**src/sv/gbe_pkg.sv**
```systemverilog
// Shared types and constants for the bilinear elevation grid block.
package gbe_pkg;

   localparam int MAX_SIDE_DEFAULT  = 1024;
   localparam int FRAC_BITS_DEFAULT = 16;

   localparam int SIDE_W     = 11;
   localparam int SAMPLE_W   = 16;
   localparam int INDEX_W    = 20;
   localparam int ELEV_W     = 24;
   localparam int OUTQ_DEPTH = 4;

   localparam logic [SIDE_W-1:0]   GRID_SIDE_RESET = 11'd1024;
   localparam logic [SAMPLE_W-1:0] VOID_SAMPLE     = 16'h8000;

   typedef enum logic {
      CMD_WRITE = 1'b0,
      CMD_QUERY = 1'b1
   } cmd_type;

   typedef enum logic {
      REG_GRID_SIDE  = 1'b0,
      REG_TILE_VALID = 1'b1
   } reg_index_type;

   // corner read order: (x0,y0), (x0+1,y0), (x0,y0+1), (x0+1,y0+1)
   typedef enum logic [1:0] {
      CORNER_00 = 2'd0,
      CORNER_10 = 2'd1,
      CORNER_01 = 2'd2,
      CORNER_11 = 2'd3
   } corner_type;

   typedef struct packed {
      cmd_type                     cmd;
      logic                        tile_ok;
      logic                        write_ok;
      logic [SIDE_W-1:0]           side;
      logic signed [SAMPLE_W-1:0]  elev;
   } desc_type;

   typedef struct packed {
      logic       valid;
      corner_type corner;
      logic       tile_ok;
   } corner_ctl_type;

   typedef struct packed {
      logic signed [ELEV_W-1:0] elevation_fixed;
      logic                     result_valid;
   } result_type;

endpackage

```
**src/sv/gbe_outq.sv**
```systemverilog
// Result queue with slot reservation, decoupling the read stream from rsp stalls.
module gbe_outq (
   input  logic                clock,
   input  logic                reset,
   input  logic                reserve,
   output logic                room,
   input  logic                push,
   input  gbe_pkg::result_type push_data,
   output logic                rsp_valid,
   input  logic                rsp_ready,
   output gbe_pkg::result_type rsp_data
);

   localparam int DEPTH = gbe_pkg::OUTQ_DEPTH;
   localparam int PW    = $clog2(DEPTH);
   localparam int CW    = PW + 1;

   gbe_pkg::result_type q_ff [DEPTH];
   logic [PW-1:0]       wr_ptr_ff, wr_ptr_in, rd_ptr_ff, rd_ptr_in;
   logic [CW-1:0]       fill_ff, fill_in, credit_ff, credit_in;
   logic                pop;

   assign rsp_valid = fill_ff != '0;
   assign rsp_data  = q_ff[rd_ptr_ff];
   assign pop       = rsp_valid && rsp_ready;
   assign room      = credit_ff < CW'(DEPTH);

   assign wr_ptr_in = push ? wr_ptr_ff + PW'(1) : wr_ptr_ff;
   assign rd_ptr_in = pop ? rd_ptr_ff + PW'(1) : rd_ptr_ff;
   assign fill_in   = fill_ff + CW'(push) - CW'(pop);
   assign credit_in = credit_ff + CW'(reserve) - CW'(pop);

   always_ff @(posedge clock) begin
      if (reset) begin
         wr_ptr_ff <= '0;
         rd_ptr_ff <= '0;
         fill_ff   <= '0;
         credit_ff <= '0;
      end else begin
         wr_ptr_ff <= wr_ptr_in;
         rd_ptr_ff <= rd_ptr_in;
         fill_ff   <= fill_in;
         credit_ff <= credit_in;
      end
   end

   always_ff @(posedge clock) begin
      if (push) begin
         q_ff[wr_ptr_ff] <= push_data;
      end
   end

`ifndef SYNTHESIS
   a_fill_within_credit: assert property (@(posedge clock) disable iff (reset)
      fill_ff <= credit_ff)
      else $error("result queue holds more entries than reserved slots");
   a_no_overflow: assert property (@(posedge clock) disable iff (reset)
      push |-> (fill_ff < CW'(DEPTH) || pop))
      else $error("result pushed into a full queue");
`endif

endmodule

```
**config.mk**
```make
export PLATFORM = sky130hd
export DESIGN_NAME = gbe_outq
export DESIGN_NICKNAME = d
export VERILOG_FILES = /design/src/sv/gbe_pkg.sv /design/src/sv/gbe_outq.sv
export SDC_FILE = /design/constraint.sdc
export NUM_CORES = 1
export LEC_CHECK = 0
export BUFFER_PORTS_ARGS = -buffer_cell sky130_fd_sc_hd__buf_2
export CORE_ASPECT_RATIO = 0.8
export CORE_MARGIN = 5
export CORE_UTILIZATION = 57
export CTS_CLUSTER_SIZE = 30
export DETAILED_ROUTE_END_ITERATION = 8
export PLACE_DENSITY_LB_ADDON = 0.12
export RECOVER_POWER = 50
export SYNTH_ARGS = -nofsm -noshare
export SYNTH_HDL_FRONTEND = slang
export SYNTH_SLANG_ARGS = --single-unit
```
**constraint.sdc**
```tcl
create_clock -name clock -period 2.4 [get_ports clock]
set_input_delay 0.24 -clock clock [delete_from_list [all_inputs] [get_ports clock]]
set_output_delay 0.24 -clock clock [all_outputs]
set_load 0.005 [all_outputs]
```
==> out/qor.yml <==
status:
  run_status: "complete, no violations"
timing:
  finalMaxSlewViolations: 0
  period_minus_slack_ns: 2.115
  setup_viol: 0
  relSlewSlack: 0.5906
  tightest_slew_ns: 0.6141
  rsz0062_at_grt: "false"
  min_period_over_period: 0.8812
  max_freq_mhz: 472.9
  finalHoldViolCount: 0
  skew_ns: 0.009896
  tns_ns: 0
setup_path:
  critical_path.endpoint: "credit_ff[2]$_SDFF_PP0_"
  reg2regPathDepth: 7
  worstPathRequired_ns: 2.66
  crit_start: "fill_ff[1]$_SDFF_PP0_"
  crit_path_start_kind: "flop"
  crit_fanout: 5
  r2r_start: "fill_ff[1]$_SDFF_PP0_"
  end_kind: "flop"
  r2r_slack_ns: 0.29
  crit_type: "flop to flop"
  r2r_end: "credit_ff[2]$_SDFF_PP0_"
  crit_arrival_ns: 2.37
die:
  die_area_um2: 9348
  fp.dieW_um: 106.9
  core_um2: 7357
  initial_core_util: 0.5815
  rows: 28
  ios: 57
  die_y_um: 87.49
synth:
  ys_warn_count: 0
  syn-num-nets: 230
  yosys.area.top_type_share: 0.7020
  synth-edff-count: 100
  synth_ff_type: "edfxtp_1"
  synth_most_common_cell: "edfxtp_1"
  synthCells: 190
  yosys-top-cells-count: "100 x edfxtp_1, 20 x mux4_2, 12 x dfxtp_1"
  synth_seq_area_share: 0.7581
  synth.area.top_cells: "edfxtp_1 70%, mux4_2 11%, dfxtp_1 5.6%"
  synth_area_um2: 4278
  async_reset_ff_frac: 0
  synth-seq-cells: 112
  synth_cell_types: 23
  syn-mean-instance-area_um2: 22.52
  synth_area_leader_cell: "edfxtp_1"
place:
  place_congestion: 0.6690
  place_inst: 337
  place_area_um2: 4687
  port_buffers: 56
  dp.final_hpwl_mm: 4.211
pwr:
  p_per_area_nw_per_um2: 910.5
  p_total_mw: 4.433
  leakagePower_nw: 1.665
  peakVddDrop_mv: 0.3860
routing:
  wl_mm: 6.312
  first_pass_iters: 4
  routed_via_density: 5.374
  drt_iter0_drc: 65
  vias: 1897
  postRouteAntennaNets: 0
  drc: 0
  post_drt_wl_per_cell_um: 17.88
hold_path:
  hold_path.class: "input port to flop"
clock_tree:
  clock_latency_ns: 0.36
  cts_setup_buffers: 0
  cts_made_buffers: 9
  clock-sinks: 112
  root_buffer: "clkbuf_8"
  clkTransAtPathRegs_ns: 0.10
  postCtsResizedCells: 0
  clk_path_buf_depth: 2
  cts_tree: "built"
  cts_htree_levels: 3
  holdBufCountCts: 0
finish:
  syn_to_final_growth_pct: 13.81
  stdcell_count: 353
  final_layout_size_suffix_gt1_frac: 0.2852
  multi_input_area_um2: 927.1
  stdcell_area_um2: 4868
  num-fill-cells: 510
  antenna_cells: 0
  final_nets: 298
  regArea_um2: 3244
global_routing:
  gr-usage-all-layers: 0.1492
  antenna_found_initial: 0
  grt_max_degree: 23
  grt_pass1_vias: 1969
  overflow: 0
  grt_pass1_wl_mm: 10.18
run:
  drv_cap: 0
## metrics by stage
step	hold slack (ns)	util	worst slack, ns
detailed placement	0.4607	0.6371	0.2661
global route	0.1256	0.6617	0.1260
floorplan	0.3389	-	0.3696
CTS	0.07013	0.6667	0.2280
global placement	0.4545	0.6371	0.3290
finish	0.1322	0.6617	0.2852
## per-layer routing
layer | up-vias | GRT usage | share of wire | routed length, um
met2 | 49 | 0.2474 | 0.50 | 3151
met5 | - | 0 | 0 | 0
met4 | 0 | 0.04181 | 0.012 | 75
li1 | 894 | - | - | -
met1 | 945 | 0.1845 | 0.43 | 2721
met3 | 9 | 0.06004 | 0.058 | 364
## power by group
group          total [mW]  switching [mW]  internal (mW)
clock network        1.17           0.584          0.590
registers            2.36          0.0910           2.27
logic               0.900           0.367          0.533
## final cells by class
cell class,count,area share
clock buffer,9,0.02544
clock inverter,7,0.01928
inverter,10,0.007710
multi-input combinational,61,0.1904
sequential,112,0.6664
tap,90,0.02313
timing repair buffer,64,0.06759
## worst max-delay path, stage by stage (launching register included)
cell and delay (ns):
dfxtp_1 0.37, o31a_1 0.37, ha_1 0.29, inv_1 0.04
ha_1 0.18, fa_1 0.37, xor3_1 0.37, nor2_1 0.04
## state kept, by name, summed over array words and instances (netlist names), named ones only
name       count
q_ff         100
credit_ff      3
fill_ff        3
rd_ptr_ff      2
wr_ptr_ff      2
## layout by cell type (no fill, tap or decap)
| cell | n |
|---|---|
| and2_0 | 2 |
| and2_1 | 2 |
| buf_12 | 2 |
| buf_2 | 30 |
| buf_4 | 5 |
| bufinv_16 | 2 |
| clkbuf_1 | 27 |
| clkbuf_8 | 9 |
| clkinv_1 | 1 |
| clkinv_2 | 1 |
| clkinvlp_4 | 1 |
| dfxtp_1 | 11 |
| dfxtp_2 | 1 |
| edfxtp_1 | 100 |
| fa_1 | 2 |
| ha_1 | 8 |
| inv_1 | 10 |
| inv_6 | 2 |
| mux2_1 | 1 |
| mux2_2 | 2 |
| mux2i_1 | 1 |
| mux4_1 | 5 |
| mux4_2 | 20 |
| nor2_1 | 7 |
| nor2b_1 | 5 |
| o311ai_0 | 1 |
| o31a_1 | 1 |
| or3_1 | 1 |
| xnor2_1 | 1 |
| xnor3_1 | 1 |
| xor3_1 | 1 |
## logic make-up (layout without fill, tap and decap cells)
logic type	count (synthesis)	in the layout	synth area share
compound gates	2	2	0.004096
xor+xnor	3	3	0.01287
fa+ha+maj	10	10	0.03276
buf+inv	17	90	0.02515
flops	112	112	0.7581
mux	29	29	0.1462
simple gates	17	17	0.02077
## worst min-delay path by stage
| stage | start | to | slack [ns] | cells past startpoint |
|---|---|---|---|---|
| after global routing | push_data[13] | q_ff[3][13]$_DFFE_PP_ | 0.13 | 1 |
| after CTS | push_data[13] | q_ff[3][13]$_DFFE_PP_ | 0.07 | 1 |
| after global placement | push_data[17] | q_ff[2][17]$_DFFE_PP_ | 0.45 | 1 |
| final | push_data[4] | q_ff[2][4]$_DFFE_PP_ | 0.13 | 1 |
| after floorplan | push_data[0] | q_ff[0][0]$_DFFE_PP_ | 0.34 | 0 |
| after detailed placement | push_data[1] | q_ff[3][1]$_DFFE_PP_ | 0.46 | 1 |
Note: power is estimated with default switching activity, not from simulation.
