==> src/sv/gbe_pkg.sv <==
// Shared types and constants for the bilinear elevation grid block.
package gbe_pkg;

   localparam int MAX_SIDE_DEFAULT  = 1024;
   localparam int FRAC_BITS_DEFAULT = 16;

   localparam int SIDE_W     = 11;
   localparam int SAMPLE_W   = 16;
   localparam int INDEX_W    = 20;
   localparam int ELEV_W     = 24;
   localparam int OUTQ_DEPTH = 4;

   localparam logic [SIDE_W-1:0]   GRID_SIDE_RESET = 11'd1024;
   localparam logic [SAMPLE_W-1:0] VOID_SAMPLE     = 16'h8000;

   typedef enum logic {
      CMD_WRITE = 1'b0,
      CMD_QUERY = 1'b1
   } cmd_type;

   typedef enum logic {
      REG_GRID_SIDE  = 1'b0,
      REG_TILE_VALID = 1'b1
   } reg_index_type;

   // corner read order: (x0,y0), (x0+1,y0), (x0,y0+1), (x0+1,y0+1)
   typedef enum logic [1:0] {
      CORNER_00 = 2'd0,
      CORNER_10 = 2'd1,
      CORNER_01 = 2'd2,
      CORNER_11 = 2'd3
   } corner_type;

   typedef struct packed {
      cmd_type                     cmd;
      logic                        tile_ok;
      logic                        write_ok;
      logic [SIDE_W-1:0]           side;
      logic signed [SAMPLE_W-1:0]  elev;
   } desc_type;

   typedef struct packed {
      logic       valid;
      corner_type corner;
      logic       tile_ok;
   } corner_ctl_type;

   typedef struct packed {
      logic signed [ELEV_W-1:0] elevation_fixed;
      logic                     result_valid;
   } result_type;

endpackage

==> src/sv/gbe_interp.sv <==
// Bilinear accumulation of the four corner samples and truncation to 8 fraction bits.
module gbe_interp #(
   parameter int FRAC_BITS = gbe_pkg::FRAC_BITS_DEFAULT
) (
   input  logic                                clock,
   input  logic                                reset,
   input  gbe_pkg::corner_ctl_type             rd_ctl,
   input  logic signed [gbe_pkg::SAMPLE_W-1:0] rd_sample,
   input  logic [FRAC_BITS:0]                  rd_dx,
   input  logic [FRAC_BITS:0]                  rd_dy,
   output logic                                push,
   output gbe_pkg::result_type                 push_data
);

   localparam int FB    = FRAC_BITS;
   localparam int SMW   = gbe_pkg::SAMPLE_W;
   localparam int WW    = 2 * FB + 1;
   localparam int LW    = (WW + 1) / 2;
   localparam int HW    = WW - LW;
   localparam int ACC_W = 2 * FB + 17;
   localparam int SHIFT = 2 * FB - 8;
   localparam logic [FB:0] ONE = {1'b1, {FB{1'b0}}};

   logic [FB:0]        wx, wy;
   logic [2*FB+1:0]    w_full;

   gbe_pkg::corner_ctl_type  p1_ctl_ff, p2_ctl_ff;
   logic signed [SMW-1:0]    p1_sample_ff;
   logic [WW-1:0]            p1_w_ff;
   logic                     p1_void_ff, p2_void_ff;

   logic signed [LW:0]       w_lo;
   logic signed [HW:0]       w_hi;
   logic signed [SMW+LW:0]   pl_in, pl_ff;
   logic signed [SMW+HW:0]   ph_in, ph_ff;

   logic signed [ACC_W-1:0]  term, acc_in, acc_ff, sum_ff;
   logic                     first, last, void_in, void_acc_ff;
   logic                     done_ff, ok_ff;

   logic signed [ACC_W-1:0]  bias, biased, shifted;

   assign wx = (rd_ctl.corner == gbe_pkg::CORNER_10 || rd_ctl.corner == gbe_pkg::CORNER_11)
               ? rd_dx : ONE - rd_dx;
   assign wy = (rd_ctl.corner == gbe_pkg::CORNER_01 || rd_ctl.corner == gbe_pkg::CORNER_11)
               ? rd_dy : ONE - rd_dy;
   assign w_full = wx * wy;

   // weight split in halves keeps each product to the sample width plus half the weight width
   assign w_lo  = {1'b0, p1_w_ff[LW-1:0]};
   assign w_hi  = {1'b0, p1_w_ff[WW-1:LW]};
   assign pl_in = p1_sample_ff * w_lo;
   assign ph_in = p1_sample_ff * w_hi;

   assign term    = (ACC_W'(ph_ff) <<< LW) + ACC_W'(pl_ff);
   assign first   = p2_ctl_ff.corner == gbe_pkg::CORNER_00;
   assign last    = p2_ctl_ff.valid && p2_ctl_ff.corner == gbe_pkg::CORNER_11;
   assign acc_in  = first ? term : acc_ff + term;
   assign void_in = (first ? 1'b0 : void_acc_ff) | p2_void_ff;

   always_ff @(posedge clock) begin
      if (reset) begin
         p1_ctl_ff.valid <= 1'b0;
         p2_ctl_ff.valid <= 1'b0;
         done_ff         <= 1'b0;
      end else begin
         p1_ctl_ff.valid <= rd_ctl.valid;
         p2_ctl_ff.valid <= p1_ctl_ff.valid;
         done_ff         <= last;
      end
      p1_ctl_ff.corner  <= rd_ctl.corner;
      p1_ctl_ff.tile_ok <= rd_ctl.tile_ok;
      p2_ctl_ff.corner  <= p1_ctl_ff.corner;
      p2_ctl_ff.tile_ok <= p1_ctl_ff.tile_ok;
   end

   always_ff @(posedge clock) begin
      p1_sample_ff      <= rd_sample;
      p1_w_ff           <= w_full[WW-1:0];
      p1_void_ff        <= rd_sample == $signed(gbe_pkg::VOID_SAMPLE);
      p2_void_ff        <= p1_void_ff;
      pl_ff             <= pl_in;
      ph_ff             <= ph_in;
      if (p2_ctl_ff.valid) begin
         acc_ff      <= acc_in;
         void_acc_ff <= void_in;
      end
      if (last) begin
         sum_ff <= acc_in;
         ok_ff  <= p2_ctl_ff.tile_ok && !void_in;
      end
   end

   // truncate toward zero: negative sums get a bias of all ones below the cut
   assign bias    = {{(ACC_W-SHIFT){1'b0}}, {SHIFT{sum_ff[ACC_W-1]}}};
   assign biased  = sum_ff + bias;
   assign shifted = biased >>> SHIFT;

   assign push                      = done_ff;
   assign push_data.elevation_fixed = ok_ff ? shifted[gbe_pkg::ELEV_W-1:0] : '0;
   assign push_data.result_valid    = ok_ff;

endmodule

==> config.mk <==
export PLATFORM = sky130hd
export DESIGN_NAME = gbe_interp
export DESIGN_NICKNAME = d
export VERILOG_FILES = /design/src/sv/gbe_pkg.sv /design/src/sv/gbe_interp.sv
export SDC_FILE = /design/constraint.sdc
export NUM_CORES = 2
export LEC_CHECK = 0
export ABC_AREA = 1
export BUFFER_PORTS_ARGS = -buffer_cell sky130_fd_sc_hd__buf_2
export CAP_MARGIN = 0
export CORE_MARGIN = 5
export CORE_UTILIZATION = 67
export DETAILED_ROUTE_END_ITERATION = 8
export GPL_ROUTABILITY_DRIVEN = 0
export MAX_ROUTING_LAYER = met4
export PLACE_DENSITY = 0.93
export SYNTH_ARGS = -nofsm -noshare
export SYNTH_HDL_FRONTEND = slang
export SYNTH_SLANG_ARGS = --single-unit
==> constraint.sdc <==
create_clock -name clock -period 7.2 [get_ports clock]
set_input_delay 0.36 -clock clock [delete_from_list [all_inputs] [get_ports clock]]
set_output_delay 0.36 -clock clock [all_outputs]
set_load 0.1 [all_outputs]
==> flow_summary.yaml <==
floorplanning:
  initial_core_util_pct: 67.2
  die_h_um: 263
  dieWidth_um: 263
  core_um2: 64000
  dieArea_um2: 69400
  num_rows: 93
  pin_count: 82
synthesis:
  synth_edf_count: 100
  synth_nets: 6936
  ys_ff_latch: 226
  yosysSeqAreaShare_pct: 12.8
  yosys_warnings: 0
  syn-instance-count: 5804
  async_flop_share_pct: 0
  synthDistinctLibCells: 54
  avgSynthCellArea_um2: 7.41
  synthFlopType: "dfxtp_1"
  synthesis.area_um2: 43000
cells_and_area:
  final_cell_mix: "nand2_1 (1516), inv_1 (1369), fa_1 (627)"
  layout_commonest_cell: "nand2_1"
  final.fill_count: 4450
  multi_input_area_um2: 31700
  area_growth_pct: 5.70
  regArea_um2: 5530
  layout.nets: 6980
  drive_gt1_share_pct: 4.64
worst_hold_path:
  hp-start: "rd_ctl[2]"
  hold_class: "primary input to flop"
critical_path:
  reg2reg_from: "p1_sample_ff[4]"
  crit_family: "adder cells"
  cp_max_fo: 19
  startpoint_type: "flop"
  path_cells: "buf_4 -> nand2_1 -> fa_1 -> inv_1 -> fa_1 -> inv_1 -> fa_1 -> fa_1 -> fa_1 -> fa_1 -> inv_1 -> ha_1 -> a21o_1 -> o21bai_1 -> inv_1 -> nor2_1 -> nor2_1 -> nand3_1 -> nand2_1 -> nand2_1 -> xor2_1"
  arrival_ps: 7290
  cpPeakStageDelay_ps: 890
  cp-end-kind: "flop"
  required_ps: 7650
  critPathLaunch: "p1_sample_ff[4]"
  path_class: "flop to flop"
  cpMostUsedCell: "fa_1"
  cp_num_buf_inv: 5
  slowest_stage: "dfxtp_1"
clock_tree:
  cts_buffers: 26
  htree_levels: 1
  clk_pin_slew_ps: 60
  cts_setup_buffers: 0
  ctsResizeCount: 0
  ctsHoldBuffers: 19
  cts_sinks: 226
  worstSkewPairLatency_ps: 590
  root_buffer: "clkbuf_16"
  clockBufferDepth: 3
  cts_tree: "built"
timing:
  slew_viol_final: 0
  worst_pin_slew_ps: 1120
  setup_slack_ps: 359
  grt_setup_unrepaired: "false"
  whs_ps: 25.1
  finalCriticalPeriod_ps: 6840
  skew_ps: 27.1
  timing.final.crit_share_pct: 95.0
  fmax_mhz: 146
  final_hold_viol_count: 0
  max_slew_margin_pct: 25.0
  setup-tns-final_ps: 0
  setup_viol: 0
detailed_routing:
  ant_nets: 0
  wirelength_um: 135000
  drtIter0Drc: 5592
  vias: 41200
  post-route-drc-count: 39
  viasPerCell: 6.11
  dr.pass1.iters: 9
  wire_per_inst_um: 20.1
global_route:
  grt_usage_pct: 39.5
  grt_max_degree: 63
  antenna_found_initial: 7
  grt_pass1_wl_um: 215000
  grt_pass1_vias: 43000
  overflow: 0
outcome:
  run_status: "finished with violations"
  violations: "design-rule violations"
placed_design:
  place_ws_ps: 122
  portBuffers: 81
  dp_hpwl_um: 103000
run:
  maxCapViolations: 0
-- through the flow --
step | cells | instance area, um^2 | utilization (%)
2_1_floorplan | 5804 | 43000 | -
3_3_place_gp | 6656 | 44400 | 69.3
3_5_place_dp | 6656 | 44400 | 69.3
4_1_cts | 6723 | 45400 | 71.0
5_1_grt | 6730 | 45500 | 71.0
6_report | 6738 | 45500 | 71.1
-- cell usage after synthesis (6+ instances only) --
cell type  number  share of area [%]
a21boi_0        6               0.10
a21o_1         28               0.49
a21oi_1       228                2.7
a31oi_1        13               0.19
and2_1         14               0.20
and3_1          6              0.087
buf_2          15               0.17
clkbuf_1      121                1.1
dfxtp_1       126                5.9
edfxtp_1      100                7.0
fa_1          627                 29
ha_1          449                 13
inv_1        1369                 12
inv_2           8              0.070
nand2_1      1516                 13
nand3_1       185                2.2
nand3b_1       11               0.19
nand4_1        56               0.81
nor2_1        427                3.7
nor3_1         47               0.55
nor4_1         18               0.26
o211ai_1        7               0.12
o21a_1          8               0.14
o21ai_0       144                1.7
o21ai_1        15               0.17
o21ai_2        12               0.24
o21bai_1       26               0.45
or2_2          41               0.60
xnor2_1        33               0.67
xor2_1         89                1.8
-- sequential cells by signal, summed over array words and instances (netlist names), 4 cells and up --
| register | cells |
|---|---|
| p1_ctl_ff | 4 |
| p1_w_ff | 33 |
| p1_sample_ff | 16 |
| acc_ff | 49 |
| ph_ff | 32 |
| sum_ff | 49 |
| p2_ctl_ff | 4 |
| pl_ff | 34 |
-- layer usage --
metal / up-vias / global-route usage [%] / wire length (um)
li1: 17600 / - / -
met1: 18800 / 42.9 / 42500
met2: 3503 / 61.1 / 59800
met3: 1252 / 12.3 / 19000
met4: 0 / 28.9 / 13900
met5: - / - / 0
-- kinds of logic (layout without fill, tap and decap cells) --
group | Yosys count | count (layout) | share of synthesized area (%)
simple gates | 2346 | 2346 | 22.3
buf+inv | 1525 | 1589 | 13.4
fa+ha+maj | 1076 | 1076 | 42.2
compound gates | 506 | 506 | 6.62
flops | 226 | 226 | 12.8
xor+xnor | 125 | 125 | 2.62
other cells | 0 | 15 | 0
-- layout make-up --
type / instances / share of cell area [%]
inverter: 1380 / 11.4
tap: 855 / 2.35
timing repair buffer: 161 / 2.32
sequential: 226 / 12.2
clock buffer: 31 / 1.47
antenna: 15 / 0.0825
clock inverter: 17 / 0.451
multi-input combinational: 4053 / 69.8
-- worst paths after layout --
| path | to | slack [ps] | cells past startpoint |
|---|---|---|---|
| max | pl_ff[26] | 360 | 21 |
| min | p1_ctl_ff[2] | 30 | 1 |
| max reg2reg | pl_ff[26] | 360 | 21 |
| min reg2reg | p2_void_ff | 330 | 0 |
-- worst register-to-register path, cell delays in order (launching register included) --
cell,delay [ps]
dfxtp_1,890
buf_4,430
nand2_1,160
fa_1,600
inv_1,60
fa_1,710
inv_1,130
fa_1,500
fa_1,490
fa_1,490
fa_1,590
inv_1,60
ha_1,360
a21o_1,230
o21bai_1,160
inv_1,70
nor2_1,50
nor2_1,220
nand3_1,210
nand2_1,100
nand2_1,60
xor2_1,160
Power is not shown: default switching activity piles up to over one toggle a cycle in this logic, so the estimate is an artifact.
