[src/sv/gbe_pkg.sv]
// Shared types and constants for the bilinear elevation grid block.
package gbe_pkg;

   localparam int MAX_SIDE_DEFAULT  = 1024;
   localparam int FRAC_BITS_DEFAULT = 16;

   localparam int SIDE_W     = 11;
   localparam int SAMPLE_W   = 16;
   localparam int INDEX_W    = 20;
   localparam int ELEV_W     = 24;
   localparam int OUTQ_DEPTH = 4;

   localparam logic [SIDE_W-1:0]   GRID_SIDE_RESET = 11'd1024;
   localparam logic [SAMPLE_W-1:0] VOID_SAMPLE     = 16'h8000;

   typedef enum logic {
      CMD_WRITE = 1'b0,
      CMD_QUERY = 1'b1
   } cmd_type;

   typedef enum logic {
      REG_GRID_SIDE  = 1'b0,
      REG_TILE_VALID = 1'b1
   } reg_index_type;

   // corner read order: (x0,y0), (x0+1,y0), (x0,y0+1), (x0+1,y0+1)
   typedef enum logic [1:0] {
      CORNER_00 = 2'd0,
      CORNER_10 = 2'd1,
      CORNER_01 = 2'd2,
      CORNER_11 = 2'd3
   } corner_type;

   typedef struct packed {
      cmd_type                     cmd;
      logic                        tile_ok;
      logic                        write_ok;
      logic [SIDE_W-1:0]           side;
      logic signed [SAMPLE_W-1:0]  elev;
   } desc_type;

   typedef struct packed {
      logic       valid;
      corner_type corner;
      logic       tile_ok;
   } corner_ctl_type;

   typedef struct packed {
      logic signed [ELEV_W-1:0] elevation_fixed;
      logic                     result_valid;
   } result_type;

endpackage

[src/sv/gbe_addr.sv]
// Front pipeline: grid coordinates, clamping, weights and sample address.
module gbe_addr #(
   parameter int MAX_SIDE  = gbe_pkg::MAX_SIDE_DEFAULT,
   parameter int FRAC_BITS = gbe_pkg::FRAC_BITS_DEFAULT,
   localparam int AW = $clog2(MAX_SIDE * MAX_SIDE)
) (
   input  logic                                clock,
   input  logic                                reset,
   input  logic [gbe_pkg::SIDE_W-1:0]          grid_side,
   input  logic                                tile_valid,
   input  logic                                req_valid,
   output logic                                req_ready,
   input  logic                                req_command,
   input  logic [gbe_pkg::INDEX_W-1:0]         req_write_index,
   input  logic signed [gbe_pkg::SAMPLE_W-1:0] req_write_elevation,
   input  logic [15:0]                         req_lat_fraction,
   input  logic [15:0]                         req_lon_fraction,
   output logic                                desc_valid,
   input  logic                                desc_ready,
   output gbe_pkg::desc_type                   desc,
   output logic [AW-1:0]                       desc_addr,
   output logic [FRAC_BITS:0]                  desc_dx,
   output logic [FRAC_BITS:0]                  desc_dy
);

   localparam int SW = gbe_pkg::SIDE_W;
   localparam int FB = FRAC_BITS;
   localparam logic [FB:0] ONE = {1'b1, {FB{1'b0}}};

   logic s1_en, s2_en, s3_en;
   logic s1_v_ff, s1_v_in, s2_v_ff, s2_v_in, s3_v_ff, s3_v_in;

   // stage 1
   gbe_pkg::cmd_type                     s1_cmd_ff;
   logic [gbe_pkg::INDEX_W-1:0]          s1_idx_ff;
   logic signed [gbe_pkg::SAMPLE_W-1:0]  s1_elev_ff;
   logic [15:0]                          s1_lat_ff, s1_lon_ff;

   // stage 2
   gbe_pkg::cmd_type                     s2_cmd_ff;
   logic [gbe_pkg::INDEX_W-1:0]          s2_idx_ff;
   logic signed [gbe_pkg::SAMPLE_W-1:0]  s2_elev_ff;
   logic [SW-1:0]                        s2_side_ff;
   logic [2*SW-1:0]                      s2_sq_ff;
   logic [FB+SW-1:0]                     s2_x_ff;
   logic [FB+SW:0]                       s2_y_ff;
   logic                                 s2_tv_ff;

   // stage 3
   gbe_pkg::cmd_type                     s3_cmd_ff;
   logic [gbe_pkg::INDEX_W-1:0]          s3_idx_ff;
   logic signed [gbe_pkg::SAMPLE_W-1:0]  s3_elev_ff;
   logic [SW-1:0]                        s3_side_ff, s3_x0_ff, s3_y0_ff;
   logic [FB:0]                          s3_dx_ff, s3_dy_ff;
   logic                                 s3_tv_ff, s3_wok_ff;

   // stage 1 logic
   logic [SW-1:0]     side, side_m1;
   logic [FB+15:0]    lat_w, lon_w;
   logic [FB-1:0]     lat_s, lon_s;
   logic [FB:0]       lat_inv;
   logic [FB+SW-1:0]  x_in;
   logic [FB+SW:0]    y_in;
   logic [2*SW-1:0]   sq_in;

   // stage 2 logic
   logic [SW-1:0]     side_m2, x_int, x0_in, y0_in;
   logic [SW:0]       y_int;
   logic [FB+SW-1:0]  dx_full;
   logic [FB+SW:0]    dy_full;
   logic [FB:0]       dx_in, dy_in;
   logic              wok_in;

   // stage 3 logic
   logic [2*SW-1:0]   base_prod, base_sum;

   assign s3_en     = !s3_v_ff || desc_ready;
   assign s2_en     = !s2_v_ff || s3_en;
   assign s1_en     = !s1_v_ff || s2_en;
   assign req_ready = s1_en;

   assign s1_v_in = s1_en ? req_valid : s1_v_ff;
   assign s2_v_in = s2_en ? s1_v_ff : s2_v_ff;
   assign s3_v_in = s3_en ? s2_v_ff : s3_v_ff;

   always_ff @(posedge clock) begin
      if (reset) begin
         s1_v_ff <= 1'b0;
         s2_v_ff <= 1'b0;
         s3_v_ff <= 1'b0;
      end else begin
         s1_v_ff <= s1_v_in;
         s2_v_ff <= s2_v_in;
         s3_v_ff <= s3_v_in;
      end
   end

   // side in use: below 2 acts as 2, above MAX_SIDE as MAX_SIDE
   always_comb begin
      if (grid_side < SW'(2)) begin
         side = SW'(2);
      end else if (32'(grid_side) > MAX_SIDE) begin
         side = SW'(MAX_SIDE);
      end else begin
         side = grid_side;
      end
   end

   assign side_m1 = side - SW'(1);
   assign lat_w   = {s1_lat_ff, {FB{1'b0}}};
   assign lon_w   = {s1_lon_ff, {FB{1'b0}}};
   assign lat_s   = lat_w[FB+15:16];
   assign lon_s   = lon_w[FB+15:16];
   assign lat_inv = ONE - {1'b0, lat_s};
   assign x_in    = lon_s * side_m1;
   assign y_in    = lat_inv * side_m1;
   assign sq_in   = side * side;

   // base cell clamped to side-2; the weight may then reach one
   assign side_m2 = s2_side_ff - SW'(2);
   assign x_int   = s2_x_ff[FB+SW-1:FB];
   assign y_int   = s2_y_ff[FB+SW:FB];
   assign x0_in   = (x_int > side_m2) ? side_m2 : x_int;
   assign y0_in   = (y_int > {1'b0, side_m2}) ? side_m2 : y_int[SW-1:0];
   assign dx_full = s2_x_ff - {x0_in, {FB{1'b0}}};
   assign dy_full = s2_y_ff - {1'b0, y0_in, {FB{1'b0}}};
   assign dx_in   = dx_full[FB:0];
   assign dy_in   = dy_full[FB:0];
   assign wok_in  = (2*SW)'(s2_idx_ff) < s2_sq_ff;

   always_ff @(posedge clock) begin
      if (s1_en) begin
         s1_cmd_ff  <= gbe_pkg::cmd_type'(req_command);
         s1_idx_ff  <= req_write_index;
         s1_elev_ff <= req_write_elevation;
         s1_lat_ff  <= req_lat_fraction;
         s1_lon_ff  <= req_lon_fraction;
      end
      if (s2_en) begin
         s2_cmd_ff  <= s1_cmd_ff;
         s2_idx_ff  <= s1_idx_ff;
         s2_elev_ff <= s1_elev_ff;
         s2_side_ff <= side;
         s2_sq_ff   <= sq_in;
         s2_x_ff    <= x_in;
         s2_y_ff    <= y_in;
         s2_tv_ff   <= tile_valid;
      end
      if (s3_en) begin
         s3_cmd_ff  <= s2_cmd_ff;
         s3_idx_ff  <= s2_idx_ff;
         s3_elev_ff <= s2_elev_ff;
         s3_side_ff <= s2_side_ff;
         s3_x0_ff   <= x0_in;
         s3_y0_ff   <= y0_in;
         s3_dx_ff   <= dx_in;
         s3_dy_ff   <= dy_in;
         s3_tv_ff   <= s2_tv_ff;
         s3_wok_ff  <= wok_in;
      end
   end

   assign base_prod = s3_y0_ff * s3_side_ff;
   assign base_sum  = base_prod + (2*SW)'(s3_x0_ff);

   assign desc_valid    = s3_v_ff;
   assign desc.cmd      = s3_cmd_ff;
   assign desc.tile_ok  = s3_tv_ff;
   assign desc.write_ok = s3_wok_ff;
   assign desc.side     = s3_side_ff;
   assign desc.elev     = s3_elev_ff;
   assign desc_addr     = (s3_cmd_ff == gbe_pkg::CMD_WRITE) ? AW'(s3_idx_ff) : AW'(base_sum);
   assign desc_dx       = s3_dx_ff;
   assign desc_dy       = s3_dy_ff;

endmodule

[config.mk]
export PLATFORM = sky130hd
export DESIGN_NAME = gbe_addr
export DESIGN_NICKNAME = d
export VERILOG_FILES = /design/src/sv/gbe_pkg.sv /design/src/sv/gbe_addr.sv
export SDC_FILE = /design/constraint.sdc
export NUM_CORES = 2
export LEC_CHECK = 0
export BUFFER_PORTS_ARGS = -buffer_cell sky130_fd_sc_hd__buf_4
export CORE_MARGIN = 2
export CORE_UTILIZATION = 54
export DETAILED_ROUTE_END_ITERATION = 7
export PLACE_DENSITY = 0.78
export SLEW_MARGIN = 20
export SYNTH_ARGS = -nofsm -noshare
export SYNTH_HDL_FRONTEND = slang
export SYNTH_SLANG_ARGS = --single-unit
[constraint.sdc]
create_clock -name clock -period 10.8 [get_ports clock]
set_input_delay 1.62 -clock clock [delete_from_list [all_inputs] [get_ports clock]]
set_output_delay 1.62 -clock clock [all_outputs]
set_load 0.02 [all_outputs]
==> impl_metrics.yaml <==
outcome:
  status: "finished, final reports clean"
drt:
  first_iter_violations: 1417
  wl_met3_um: 4740
  viasPerCell: 5.47
  met1_length_um: 27900
  dr_wl_met2_um: 34000
  drtPass1Iterations: 5
  routed_wl_um: 68900
  top_layer_used: "met4"
  drc: 0
  final_antenna_net_count: 0
  avgRoutedWirePerCell_um: 18.3
  vias: 20620
floorplanning:
  fp.dieArea_um2: 57700
  initial_core_util: 0.547
  fp.dieH_um: 240
  row_count: 86
  die_w_um: 240
  core_um2: 55100
  pin_count: 171
timing:
  final-setup-viol-count: 0
  hold_violations: 0
  skew_ns: 0.0309
  post-route-period-util: 0.860
  worst-slew-pin-transition_ns: 1.07
  tns_ns: 0
  rsz0062_at_grt: "no"
  period_needed_ns: 9.29
  max_freq_ghz: 0.108
  maxSlewHeadroom: 0.282
  maxSlewViolCount: 0
grt:
  grt_first_pass_wirelength_um: 113000
  antenna_found_initial: 0
  grt_usage: 0.248
  grt_pass1_vias: 21917
  grt_max_degree: 78
  overflow: 0
synth:
  ys_async_sr_fraction: 0
  yosys_warnings: 0
  synth_ff_type: "edfxtp_1"
  syn_avg_cell_area_um2: 10.5
  synth_edf_count: 299
  syn_area_um2: 30100
  synth_cell_types: 78
  seq_area_frac_synth: 0.300
  synthCells: 2863
  ys_ff_latch: 302
clock_network:
  htreeDepth: 2
  hold_buffers: 0
  insertion_delay_ns: 0.56
  cts_setup_buffers: 0
  cts_buffers: 36
  cts_tree: "yes"
  cts-resized-gates: 0
  clockRootBuffer: "clkbuf_16"
  clockBufferDepth: 3
  clock_sinks: 302
  clk_pin_slew_ns: 0.06
critical_path:
  crit_fanout: 27
  endpoint_kind: "flop"
  critPathBufInv: 5
  cp-start-kind: "primary input"
  required_ns: 11.09
  worstSetupPathType: "primary input to flop"
  arrival_ns: 9.58
  slowest_delay_ns: 0.64
  crit_top_cell: "fa_1"
  slowest_stage: "nor4_1"
  critical-path-top-delay-family: "adder cells"
final_layout:
  area_growth_pct: 10.6
  antennaDiodeCount: 0
  design_area_um2: 33300
  final_net_count: 3767
  final_common_cell: "inv_1"
  mostFrequentLayoutCells: "544 x inv_1, 412 x fa_1, 371 x nand2_1"
  layout-drive-gt1-share: 0.0947
  n_fill_cell: 4464
worst_hold_path:
  worstHoldPathType: "flop to flop"
place:
  post_dp_cell_area_um2: 32100
  port_buffers: 170
  hpwl_um: 53400
  gp_congestion: 0.921
flow_run:
  maxCapViolations: 0
==> cells by family (layout without fill, tap and decap cells) <==
| logic type | count (synthesis) | count (layout) | share of synthesized area |
|---|---|---|---|
| AND/OR/NAND/NOR | 802 | 802 | 0.125 |
| adder cells (fa/ha/maj) | 689 | 689 | 0.389 |
| buffers and inverters | 653 | 798 | 0.0831 |
| flip-flops | 302 | 302 | 0.300 |
| AO/OA/AOI/OAI | 285 | 285 | 0.0625 |
| XOR/XNOR | 103 | 103 | 0.0299 |
| multiplexers | 27 | 27 | 0.00993 |
| other | 2 | 14 | 0.000249 |
==> synthesized netlist by cell type, drive strengths merged, types with 5 or more instances <==
library cell | number | area share
inv | 546 | 0.068
fa | 412 | 0.27
nand2 | 372 | 0.046
edfxtp | 299 | 0.30
ha | 277 | 0.12
and2 | 140 | 0.029
nor2 | 125 | 0.016
clkbuf | 90 | 0.011
a21oi | 71 | 0.012
xnor2 | 70 | 0.020
o21ai | 61 | 0.010
a21o | 36 | 0.0090
xor2 | 33 | 0.0096
nand2b | 25 | 0.0052
nand3 | 24 | 0.0040
nor2b | 24 | 0.0050
mux2 | 23 | 0.0086
nor3 | 22 | 0.0038
o21a | 15 | 0.0037
a211oi | 14 | 0.0037
and3 | 14 | 0.0029
buf | 13 | 0.0033
o211ai | 11 | 0.0027
o21bai | 11 | 0.0027
a31oi | 10 | 0.0021
nand4 | 9 | 0.0019
or3 | 9 | 0.0020
nand3b | 6 | 0.0015
nor4 | 6 | 0.0015
o31ai | 6 | 0.0015
or2 | 6 | 0.0012
or4 | 6 | 0.0015
a2111oi | 5 | 0.0015
nor3b | 5 | 0.0012
==> registers in the layout (all words and copies together) (netlist names), 11 cells and up <==
| register | count |
|---|---|
| s3_idx_ff | 20 |
| s1_elev_ff | 16 |
| s3_x0_ff | 11 |
| lon_s | 16 |
| s2_elev_ff | 16 |
| s3_y0_ff | 11 |
| s3_side_ff | 11 |
| desc_dx | 17 |
| s2_x_ff | 27 |
| s2_side_ff | 11 |
| s2_idx_ff | 20 |
| s3_elev_ff | 16 |
| s2_y_ff | 28 |
| s2_sq_ff | 20 |
| s1_idx_ff | 20 |
| lat_s | 16 |
| desc_dy | 17 |
==> path summary, 6_finish.rpt <==
path                 from     endpoint  slack (ns)  cells after the start
max reg2reg      lat_s[0]  s2_y_ff[24]        2.95                     25
min            s2_x_ff[8]   desc_dx[8]        0.41                      0
min reg2reg    s2_x_ff[8]   desc_dx[8]        0.41                      0
max          grid_side[2]  s2_x_ff[26]        1.51                     26
==> layer usage <==
metal  up-vias  GRT usage
met5         -          0
met4         0     0.0879
met3       156     0.0417
met2       763      0.421
met1     10308      0.321
li1       9393          -
==> per-stage QoR <==
step / cells / worst slack (ns) / hold WS [ns] / utilization
floorplan: 2875 / 1.64 / 0.400 / -
global placement: 3703 / 1.54 / 0.401 / 0.582
detailed placement: 3703 / 1.17 / 0.405 / 0.582
CTS: 3768 / 1.71 / 0.409 / 0.604
global route: 3768 / 1.12 / 0.423 / 0.605
finish: 3768 / 1.51 / 0.412 / 0.605
==> final cells by class <==
cell class	instances	area [um2]	area share
clock inverters	24	287	0.00860
well taps	748	936	0.0281
multi-input cells	1920	18700	0.561
inverters	550	2070	0.0621
repair buffers	183	1370	0.0412
clock buffers	41	930	0.0279
flip-flops and latches	302	9040	0.271
Power is left out: the tool's default activity adds up to more than one toggle a clock period on the data nets, which glitch-free logic cannot reach.
